--- src/rtl/mtms_pkg.sv ---
// Shared types and constants for the message transmit mode scheduler.
// Depends on nothing; every design file of the block refers to it by scoped names.
`timescale 1ns / 1ps
`default_nettype none

package mtms_pkg;

	// Default widths of the running counters.
	localparam int TIMER_WIDTH_DEF  = 16;
	localparam int REPEAT_WIDTH_DEF = 8;

	// Fixed widths of the configuration port and of the configuration fields.
	localparam int CFG_INDEX_W = 3;
	localparam int CFG_DATA_W  = 16;
	localparam int CFG_TIME_W  = 16;
	localparam int CFG_COUNT_W = 8;
	localparam int MSG_TYPE_W  = 3;

	// Operation carried by an input word.
	typedef enum logic [1:0] {
		OP_TICK    = 2'd0,
		OP_TRIGGER = 2'd1,
		OP_START   = 2'd2,
		OP_STOP    = 2'd3
	} op_t;

	// Transmission modes. Codes 5 to 7 are undefined and never send.
	localparam logic [MSG_TYPE_W-1:0] MT_PERIODIC     = 3'd0;
	localparam logic [MSG_TYPE_W-1:0] MT_ON_EVENT     = 3'd1;
	localparam logic [MSG_TYPE_W-1:0] MT_IF_ACTIVE    = 3'd2;
	localparam logic [MSG_TYPE_W-1:0] MT_PER_OR_EVENT = 3'd3;
	localparam logic [MSG_TYPE_W-1:0] MT_PER_ACTIVE   = 3'd4;

	// Configuration register indexes.
	localparam logic [CFG_INDEX_W-1:0] CFG_MSG_TYPE        = 3'd0;
	localparam logic [CFG_INDEX_W-1:0] CFG_CYCLE_TIME      = 3'd1;
	localparam logic [CFG_INDEX_W-1:0] CFG_FAST_CYCLE_TIME = 3'd2;
	localparam logic [CFG_INDEX_W-1:0] CFG_REPEAT_TIME     = 3'd3;
	localparam logic [CFG_INDEX_W-1:0] CFG_MIN_DELAY_TIME  = 3'd4;
	localparam logic [CFG_INDEX_W-1:0] CFG_REPEAT_COUNT    = 3'd5;
	localparam logic [CFG_INDEX_W-1:0] CFG_START_OFFSET    = 3'd6;
	localparam logic [CFG_INDEX_W-1:0] CFG_TX_ENABLE       = 3'd7;

	// Contents of the configuration register bank.
	typedef struct packed {
		logic [MSG_TYPE_W-1:0]  msg_type;
		logic [CFG_TIME_W-1:0]  cycle_time;
		logic [CFG_TIME_W-1:0]  fast_cycle_time;
		logic [CFG_TIME_W-1:0]  repeat_time;
		logic [CFG_TIME_W-1:0]  min_delay_time;
		logic [CFG_COUNT_W-1:0] repeat_count;
		logic [CFG_TIME_W-1:0]  start_offset;
		logic                   tx_enable;
	} cfg_t;

endpackage

`default_nettype wire

--- src/rtl/message_tx_mode_scheduler.sv ---
// Top level of the message transmit mode scheduler: input stage, result register, handshakes.
// Depends on mtms_pkg, mtms_cfg_regs and mtms_sched_core.
//
//   channel   direction  handshake                   payload
//   item      in         item_valid / item_ready     op, active_value
//   result    out        result_valid / result_ready send, status
//   cfg       in         cfg_valid / cfg_ready       cfg_index, cfg_data
//
// An accepted word waits in the input register and its result then waits in the result
// register until it is taken. The scheduler state is updated in the cycle in which a
// word moves from the input register to the result register, so one word per cycle is
// sustained while results are taken. The result register is the only stall point:
// while it holds an untaken result the input register keeps its word, and item_ready
// drops only when both are full. Reset clears the valid flags, the scheduler state and
// the configuration to zero, but not the op, send and status data fields. Configuration
// writes are taken in every cycle.
`timescale 1ns / 1ps
`default_nettype none

module message_tx_mode_scheduler #(
	parameter int TIMER_WIDTH  = mtms_pkg::TIMER_WIDTH_DEF,
	parameter int REPEAT_WIDTH = mtms_pkg::REPEAT_WIDTH_DEF
) (
	input  wire logic                             clk,
	input  wire logic                             arst_n,

	input  wire logic                             item_valid,
	output logic                                  item_ready,
	input  wire logic [1:0]                       op,
	input  wire logic                             active_value,

	output logic                                  result_valid,
	input  wire logic                             result_ready,
	output logic                                  send,
	output logic                                  status,

	input  wire logic                             cfg_valid,
	output logic                                  cfg_ready,
	input  wire logic [mtms_pkg::CFG_INDEX_W-1:0] cfg_index,
	input  wire logic [mtms_pkg::CFG_DATA_W-1:0]  cfg_data
);

	// Input register. It holds one word until the result register can take its result.
	logic           valid_s1;
	mtms_pkg::op_t  op_s1;
	logic           act_s1;

	// Result register.
	logic           result_valid_q;
	logic           send_q;
	logic           status_q;

	logic           advance;
	logic           core_send;
	logic           core_status;
	mtms_pkg::cfg_t cfg;

	// A word moves on when the result register is empty or is being emptied.
	assign advance    = valid_s1 && (!result_valid_q || result_ready);
	assign item_ready = !valid_s1 || advance;
	assign cfg_ready  = 1'b1;

	always_ff @(posedge clk or negedge arst_n) begin
		if (!arst_n) begin
			valid_s1 <= 1'b0;
		end else if (item_ready) begin
			valid_s1 <= item_valid;
		end
	end

	always_ff @(posedge clk) begin
		if (item_ready && item_valid) begin
			op_s1  <= mtms_pkg::op_t'(op);
			act_s1 <= active_value;
		end
	end

	always_ff @(posedge clk or negedge arst_n) begin
		if (!arst_n) begin
			result_valid_q <= 1'b0;
		end else if (advance) begin
			result_valid_q <= 1'b1;
		end else if (result_ready) begin
			result_valid_q <= 1'b0;
		end
	end

	always_ff @(posedge clk) begin
		if (advance) begin
			send_q   <= core_send;
			status_q <= core_status;
		end
	end

	assign result_valid = result_valid_q;
	assign send         = send_q;
	assign status       = status_q;

	mtms_cfg_regs u_cfg_regs (
		.clk      (clk),
		.arst_n   (arst_n),
		.wr_en    (cfg_valid && cfg_ready),
		.wr_index (cfg_index),
		.wr_data  (cfg_data),
		.cfg      (cfg)
	);

	mtms_sched_core #(
		.TIMER_WIDTH  (TIMER_WIDTH),
		.REPEAT_WIDTH (REPEAT_WIDTH)
	) u_sched_core (
		.clk    (clk),
		.arst_n (arst_n),
		.fire   (advance),
		.op     (op_s1),
		.act    (act_s1),
		.cfg    (cfg),
		.send   (core_send),
		.status (core_status)
	);

`ifndef SYNTH
	// Only a trigger can be rejected, and only a tick can send.
	a_status_only_trigger: assert property (@(posedge clk) disable iff (!arst_n)
		advance && core_status |-> op_s1 == mtms_pkg::OP_TRIGGER)
		else $error("status set for a word that is not a trigger");

	a_send_only_tick: assert property (@(posedge clk) disable iff (!arst_n)
		advance && core_send |-> op_s1 == mtms_pkg::OP_TICK)
		else $error("send set for a word that is not a tick");

	// A word that moves on always leaves a valid result behind.
	a_result_follows: assert property (@(posedge clk) disable iff (!arst_n)
		advance |=> result_valid_q)
		else $error("result register empty after a word moved on");

	// The input register keeps its word while the result side stalls.
	a_hold_s1: assert property (@(posedge clk) disable iff (!arst_n)
		valid_s1 && !advance |=> valid_s1 && $stable(op_s1) && $stable(act_s1))
		else $error("input register lost a stalled word");

	// Backpressure appears only when both registers are full and the output stalls.
	a_ready_low: assert property (@(posedge clk) disable iff (!arst_n)
		!item_ready |-> valid_s1 && result_valid_q && !result_ready)
		else $error("item_ready low without a full stalled pipeline");
`endif

endmodule

`default_nettype wire

--- src/rtl/mtms_cfg_regs.sv ---
// Configuration register bank of the message transmit mode scheduler.
// Depends on mtms_pkg for the register indexes and the cfg_t layout.
`timescale 1ns / 1ps
`default_nettype none

module mtms_cfg_regs (
	input  wire logic                          clk,
	input  wire logic                          arst_n,
	input  wire logic                          wr_en,
	input  wire logic [mtms_pkg::CFG_INDEX_W-1:0] wr_index,
	input  wire logic [mtms_pkg::CFG_DATA_W-1:0]  wr_data,
	output mtms_pkg::cfg_t                     cfg
);

	mtms_pkg::cfg_t cfg_q;

	always_ff @(posedge clk or negedge arst_n) begin
		if (!arst_n) begin
			cfg_q <= '0;
		end else if (wr_en) begin
			case (wr_index)
				mtms_pkg::CFG_MSG_TYPE: begin
					cfg_q.msg_type <= wr_data[mtms_pkg::MSG_TYPE_W-1:0];
				end
				mtms_pkg::CFG_CYCLE_TIME: begin
					cfg_q.cycle_time <= wr_data[mtms_pkg::CFG_TIME_W-1:0];
				end
				mtms_pkg::CFG_FAST_CYCLE_TIME: begin
					cfg_q.fast_cycle_time <= wr_data[mtms_pkg::CFG_TIME_W-1:0];
				end
				mtms_pkg::CFG_REPEAT_TIME: begin
					cfg_q.repeat_time <= wr_data[mtms_pkg::CFG_TIME_W-1:0];
				end
				mtms_pkg::CFG_MIN_DELAY_TIME: begin
					cfg_q.min_delay_time <= wr_data[mtms_pkg::CFG_TIME_W-1:0];
				end
				mtms_pkg::CFG_REPEAT_COUNT: begin
					cfg_q.repeat_count <= wr_data[mtms_pkg::CFG_COUNT_W-1:0];
				end
				mtms_pkg::CFG_START_OFFSET: begin
					cfg_q.start_offset <= wr_data[mtms_pkg::CFG_TIME_W-1:0];
				end
				mtms_pkg::CFG_TX_ENABLE: begin
					cfg_q.tx_enable <= wr_data[0];
				end
				default: begin
					cfg_q <= cfg_q;
				end
			endcase
		end
	end

	assign cfg = cfg_q;

endmodule

`default_nettype wire

--- src/rtl/mtms_sched_core.sv ---
// Scheduler state and its update for one input word, taken into the state registers on fire.
// Depends on mtms_pkg for op_t, the mode codes and cfg_t.
`timescale 1ns / 1ps
`default_nettype none

module mtms_sched_core #(
	parameter int TIMER_WIDTH  = mtms_pkg::TIMER_WIDTH_DEF,
	parameter int REPEAT_WIDTH = mtms_pkg::REPEAT_WIDTH_DEF
) (
	input  wire logic          clk,
	input  wire logic          arst_n,
	input  wire logic          fire,
	input  wire mtms_pkg::op_t op,
	input  wire logic          act,
	input  wire mtms_pkg::cfg_t cfg,
	output logic               send,
	output logic               status
);

	logic                    started_q, active_q, delayed_q;
	logic [TIMER_WIDTH-1:0]  cycle_timer_q, repeat_timer_q, min_delay_timer_q;
	logic [REPEAT_WIDTH-1:0] repeats_left_q;

	logic                    started_d, active_d, delayed_d;
	logic [TIMER_WIDTH-1:0]  cycle_timer_d, repeat_timer_d, min_delay_timer_d;
	logic [REPEAT_WIDTH-1:0] repeats_left_d;

	// Timers after the tick decrement, saturating at zero.
	logic [TIMER_WIDTH-1:0]  ct_dec, rt_dec, md_dec;
	logic                    ct_zero, rt_zero, md_zero;

	// Configuration values at the counter widths.
	logic [TIMER_WIDTH-1:0]  ld_cycle, ld_fast, ld_repeat, ld_min_delay, ld_offset;
	logic [REPEAT_WIDTH-1:0] rep_count;

	assign ld_cycle     = TIMER_WIDTH'(cfg.cycle_time);
	assign ld_fast      = TIMER_WIDTH'(cfg.fast_cycle_time);
	assign ld_repeat    = TIMER_WIDTH'(cfg.repeat_time);
	assign ld_min_delay = TIMER_WIDTH'(cfg.min_delay_time);
	assign ld_offset    = TIMER_WIDTH'(cfg.start_offset);
	assign rep_count    = REPEAT_WIDTH'(cfg.repeat_count);

	assign ct_dec = (cycle_timer_q == '0) ? cycle_timer_q
		: cycle_timer_q - TIMER_WIDTH'(1);
	assign rt_dec = (repeat_timer_q == '0) ? repeat_timer_q
		: repeat_timer_q - TIMER_WIDTH'(1);
	assign md_dec = (min_delay_timer_q == '0) ? min_delay_timer_q
		: min_delay_timer_q - TIMER_WIDTH'(1);

	assign ct_zero = (ct_dec == '0);
	assign rt_zero = (rt_dec == '0);
	assign md_zero = (md_dec == '0);

	always_comb begin
		started_d         = started_q;
		active_d          = active_q;
		delayed_d         = delayed_q;
		cycle_timer_d     = cycle_timer_q;
		repeat_timer_d    = repeat_timer_q;
		min_delay_timer_d = min_delay_timer_q;
		repeats_left_d    = repeats_left_q;
		send              = 1'b0;
		status            = 1'b0;

		case (op)
			mtms_pkg::OP_TICK: begin
				cycle_timer_d     = ct_dec;
				repeat_timer_d    = rt_dec;
				min_delay_timer_d = md_dec;
				if (cfg.tx_enable && started_q) begin
					case (cfg.msg_type)
						mtms_pkg::MT_PERIODIC: begin
							if (ct_zero) begin
								cycle_timer_d = ld_cycle;
								send          = 1'b1;
							end
						end
						mtms_pkg::MT_ON_EVENT: begin
							if (repeats_left_q != '0 && rt_zero && md_zero) begin
								repeats_left_d    = repeats_left_q - REPEAT_WIDTH'(1);
								repeat_timer_d    = ld_repeat;
								min_delay_timer_d = ld_min_delay;
								send              = 1'b1;
							end
						end
						mtms_pkg::MT_IF_ACTIVE: begin
							if (active_q) begin
								if (ct_zero && md_zero) begin
									cycle_timer_d     = ld_fast;
									min_delay_timer_d = ld_min_delay;
									send              = 1'b1;
								end
							end else if (repeats_left_q != '0 && rt_zero && md_zero) begin
								repeats_left_d    = repeats_left_q - REPEAT_WIDTH'(1);
								repeat_timer_d    = ld_repeat;
								min_delay_timer_d = ld_min_delay;
								send              = 1'b1;
							end
						end
						mtms_pkg::MT_PER_OR_EVENT: begin
							if (repeats_left_q == '0) begin
								// A periodic send inside the minimum delay is held back
								// until the delay runs out.
								if (ct_zero) begin
									cycle_timer_d = ld_cycle;
									if (md_zero) begin
										send = 1'b1;
									end else begin
										delayed_d = 1'b1;
									end
								end else if (delayed_q && md_zero) begin
									delayed_d = 1'b0;
									send      = 1'b1;
								end
							end else if (rt_zero && md_zero) begin
								repeats_left_d    = repeats_left_q - REPEAT_WIDTH'(1);
								repeat_timer_d    = ld_repeat;
								min_delay_timer_d = ld_min_delay;
								send              = 1'b1;
							end
						end
						mtms_pkg::MT_PER_ACTIVE: begin
							if (active_q || repeats_left_q == '0) begin
								if (ct_zero && md_zero) begin
									cycle_timer_d     = active_q ? ld_fast : ld_cycle;
									min_delay_timer_d = ld_min_delay;
									send              = 1'b1;
								end
							end else if (rt_zero && md_zero) begin
								// The first repetition restarts the normal period.
								if (repeats_left_q == rep_count) begin
									cycle_timer_d = ld_cycle;
								end
								repeats_left_d    = repeats_left_q - REPEAT_WIDTH'(1);
								repeat_timer_d    = ld_repeat;
								min_delay_timer_d = ld_min_delay;
								send              = 1'b1;
							end
						end
						default: begin
							send = 1'b0;
						end
					endcase
				end
			end
			mtms_pkg::OP_TRIGGER: begin
				if (!started_q) begin
					status = 1'b1;
				end else begin
					case (cfg.msg_type)
						mtms_pkg::MT_ON_EVENT, mtms_pkg::MT_PER_OR_EVENT: begin
							repeat_timer_d = '0;
							repeats_left_d = rep_count;
						end
						mtms_pkg::MT_IF_ACTIVE, mtms_pkg::MT_PER_ACTIVE: begin
							active_d = act;
							if (act) begin
								cycle_timer_d = '0;
							end else begin
								repeats_left_d = rep_count;
								repeat_timer_d = '0;
							end
						end
						default: begin
							status = 1'b1;
						end
					endcase
				end
			end
			mtms_pkg::OP_START: begin
				cycle_timer_d = ld_offset;
				started_d     = 1'b1;
			end
			mtms_pkg::OP_STOP: begin
				started_d = 1'b0;
			end
			default: begin
				started_d = started_q;
			end
		endcase
	end

	always_ff @(posedge clk or negedge arst_n) begin
		if (!arst_n) begin
			started_q         <= 1'b0;
			active_q          <= 1'b0;
			delayed_q         <= 1'b0;
			cycle_timer_q     <= '0;
			repeat_timer_q    <= '0;
			min_delay_timer_q <= '0;
			repeats_left_q    <= '0;
		end else if (fire) begin
			started_q         <= started_d;
			active_q          <= active_d;
			delayed_q         <= delayed_d;
			cycle_timer_q     <= cycle_timer_d;
			repeat_timer_q    <= repeat_timer_d;
			min_delay_timer_q <= min_delay_timer_d;
			repeats_left_q    <= repeats_left_d;
		end
	end

endmodule

`default_nettype wire

--- config.mk ---
export PLATFORM = sky130hd
export DESIGN_NAME = message_tx_mode_scheduler
export DESIGN_NICKNAME = d
export VERILOG_FILES = /design/src/rtl/mtms_pkg.sv /design/src/rtl/message_tx_mode_scheduler.sv /design/src/rtl/mtms_cfg_regs.sv /design/src/rtl/mtms_sched_core.sv
export SDC_FILE = /design/constraint.sdc
export NUM_CORES = 1
export LEC_CHECK = 0
export BUFFER_PORTS_ARGS = -buffer_cell sky130_fd_sc_hd__buf_2
export CORE_MARGIN = 1.5
export CORE_UTILIZATION = 51
export DETAILED_ROUTE_END_ITERATION = 6
export PLACE_DENSITY = 0.67
export SETUP_SLACK_MARGIN = 0.5
export SYNTH_ARGS = -nofsm -noshare
export SYNTH_HDL_FRONTEND = slang
export SYNTH_SLANG_ARGS = --single-unit
--- constraint.sdc ---
create_clock -name clk -period 4.3 [get_ports clk]
set_clock_uncertainty 0.1 [all_clocks]
set_input_delay 0.43 -clock clk [delete_from_list [all_inputs] [get_ports clk]]
set_output_delay 0.43 -clock clk [all_outputs]
set_load 0.01 [all_outputs]
==> flow_metrics.tcl <==
set metrics [dict create \
    routed_via_density 6.53 \
    synth-edff-count 5 \
    root_buffer "clkbuf_16" \
    wl_per_cell_um 22.2 \
    ys_ff_latch 158 \
    cts_buffers 17 \
    hp-class "input port to register" \
    powerDensity_nw_per_um2 588 \
    io_pins 32 \
    grt_pass1_vias 8637 \
    ys_async_sr_fraction 0.968 \
    worst_slew_pin_slew_ns 0.975 \
    clock_path_buffers 2 \
    final_cell_mix "153 x dfrtp_1, 100 x mux2_2, 97 x nor2_1" \
    outcome "finished, violations left" \
    cap_violations 0 \
    failed_checks "DRC" \
    synth_top_cell_area_share 0.380 \
    gp_congestion 1.02 \
    fin_crit_sh 0.849 \
    crit_slowest_cell "or4b_4" \
    die_area_um2 20600 \
    cts_max_level 4 \
    portBuffers 30 \
    place_inst 1350 \
    max_freq_mhz 274 \
    rsz0062_at_grt "true" \
    dp_hpwl_mm 21.8 \
    hold_viol 0 \
    finalSetupViolations 0 \
    placementRows 51 \
    initial_core_util 0.520 \
    drt-pass1-iter-count 7 \
    vdd_drop_max_uv 324 \
    route.detailed.drc 5 \
    slowest_delay_ns 0.50 \
    hold_end "op_s1[1]" \
    drive_gt1_frac 0.214 \
    cp.required_ns 4.55 \
    hold_ws_ns 0.0719 \
    path_class "register to register" \
    report.final.slew_viol_count 0 \
    post_synth.cell_area_avg_um2 9.23 \
    dr.first_iter.drc_count 889 \
    finalSetupTns_ns 0 \
    clock-sinks 158 \
    synth_ff_type "dfrtp_1" \
    grt_antenna_before_repair 0 \
    cp-end-kind "register" \
    antenna_left 0 \
    cts_tree "done" \
    final_common_cell "dfrtp_1" \
    postRouteWirelength_mm 30.8 \
    grt_max_degree 85 \
    syn_to_final_growth_pct 11.8 \
    gr-total-overflow 0 \
    syn_inst 1093 \
    synthesis.nets 1129 \
    total_power_w 0.00664 \
    fp.dieW_um 144 \
    r2r_cells 11 \
    path_clk_slew_ns 0.07 \
    cp-start-kind "register" \
    hp-start "op[1]" \
    hold_depth 1 \
    relSlewSlack 0.346 \
    fin_util 0.581 \
    ff2ff_setup_slack_ns 0.65 \
    r2r-end "u_sched_core.cycle_timer_q[7]" \
    cp.arrival_ns 3.90 \
    netlist_area_um2 10100 \
    fin_crit_ns 3.65 \
    diodes 0 \
    vias 9031 \
    coreArea_um2 19400 \
    grt_pass1_wl_mm 48.9 \
    layout.nets 1142 \
    r2r-start "u_sched_core.cycle_timer_q[0]" \
    ys_top_cells_by_area "dfrtp_1 38%, mux2_2 11%, a21oi_1 3.7%" \
    p_leak_nw 4.42 \
    gr-usage-all-layers 0.313 \
    ys_types 88 \
    synth_top_area_cell "dfrtp_1" \
    ys_seq_area_frac 0.394 \
    yosysWarnings 0 \
    die_h_um 144 \
    clk_latency_ns 0.43 \
    fin_cells 1384 \
    crit_chain "inv_1 -> ha_1 -> or4b_4 -> o41ai_4 -> nor3_1 -> a2111oi_4 -> and4_4 -> nand2_2 -> o31a_1 -> o22a_1 -> o211ai_1" \
    critPathMaxFanout 10 \
]
==> worst max-delay path, delay by kind of cell (launching register included) <==
kind | cells | cell delay (ns)
AOI/OAI and AO/OA | 5 | 1.33
adders and majority gates | 1 | 0.21
buffers and inverters | 1 | 0.20
DFF | 1 | 0.48
and+or+nand+nor | 4 | 1.26
==> final cells by class <==
cell class,instances,area [µm²]
clock buffers,17,425
clock inverters,15,224
fillers,1765,8120
inverters,27,101
multi-input cells,842,5810
flip-flops and latches,158,3980
well taps,265,332
repair buffers,60,409
==> cell usage after synthesis, drive strengths merged, types with 14 or more instances <==
master	count
nand2	92
nor3	43
xnor2	20
or3	15
o21ai	70
mux2	100
a31oi	24
a21oi	75
buf	15
dfrtp	153
a221oi	14
o211ai	18
inv	27
nand4	19
nor4	21
nand3	31
nor2	101
clkbuf	51
==> worst max-delay path by stage <==
stage | startpoint | endpoint | slack, ns | depth (start not counted)
after floorplan | u_sched_core.repeat_timer_q[0] | u_sched_core.cycle_timer_q[12] | 1.02 | 12
after global placement | u_sched_core.cycle_timer_q[0] | u_sched_core.cycle_timer_q[5] | 0.56 | 11
after detailed placement | u_sched_core.cycle_timer_q[0] | u_sched_core.cycle_timer_q[5] | 0.47 | 11
after CTS | u_sched_core.repeat_timer_q[0] | u_sched_core.cycle_timer_q[12] | 0.51 | 11
after global routing | u_sched_core.cycle_timer_q[0] | u_sched_core.cycle_timer_q[14] | 0.49 | 12
final | u_sched_core.cycle_timer_q[0] | u_sched_core.cycle_timer_q[7] | 0.65 | 11
==> cells by family (layout without fill, tap and decap cells) <==
logic type	Yosys count	after routing	share of synthesized area
flip-flops	158	158	0.394
adder cells (fa/ha/maj)	9	9	0.0112
multiplexers	106	106	0.118
AND/OR/NAND/NOR	391	391	0.208
AO/OA/AOI/OAI	311	311	0.209
XOR/XNOR	24	24	0.0208
buffers and inverters	93	119	0.0386
other	1	1	0.000372
==> sequential cells by signal (all words and copies together), names as in the netlist <==
signal	count
u_sched_core.repeat_timer_q	16
u_sched_core.started_q	1
status	1
u_sched_core.min_delay_timer_q	16
u_sched_core.active_q	1
result_valid	1
op_s1	2
send	1
u_sched_core.cycle_timer_q	16
valid_s1	1
act_s1	1
u_sched_core.repeats_left_q	8
u_cfg_regs.cfg	92
u_sched_core.delayed_q	1
==> where the power goes <==
group	internal, W	switching, W
logic	0.00105	0.00149
registers	0.00187	0.000545
clock network	0.000994	0.000682
total	0.00392	0.00272
==> stage by stage <==
stage,setup WS (ns),cell area (µm²)
2_1_floorplan,1.02,10100
3_3_place_gp,0.558,10500
3_5_place_dp,0.466,10500
4_1_cts,0.509,11200
5_1_grt,0.487,11300
6_report,0.651,11300
==> repair_timing <==
item / CTS / global route
gates resized for setup: 1 / 15
pin swaps: 0 / 2
hold endpoints to repair: 69 / 0
hold buffers: 1 / 0
buffers inserted: 0 / 1
setup endpoints to repair: 1 / 51
==> layer usage <==
| metal | global-route usage | wire, µm | share of wire | up-vias |
|---|---|---|---|---|
| met4 | 0.127 | 1010 | 0.033 | 0 |
| met1 | 0.429 | 13200 | 0.43 | 4417 |
| met5 | 0 | 0 | 0 | - |
| met3 | 0.0650 | 2460 | 0.080 | 75 |
| met2 | 0.484 | 14100 | 0.46 | 412 |
| li1 | - | - | - | 4127 |
Power figures use the tool's default switching activity.
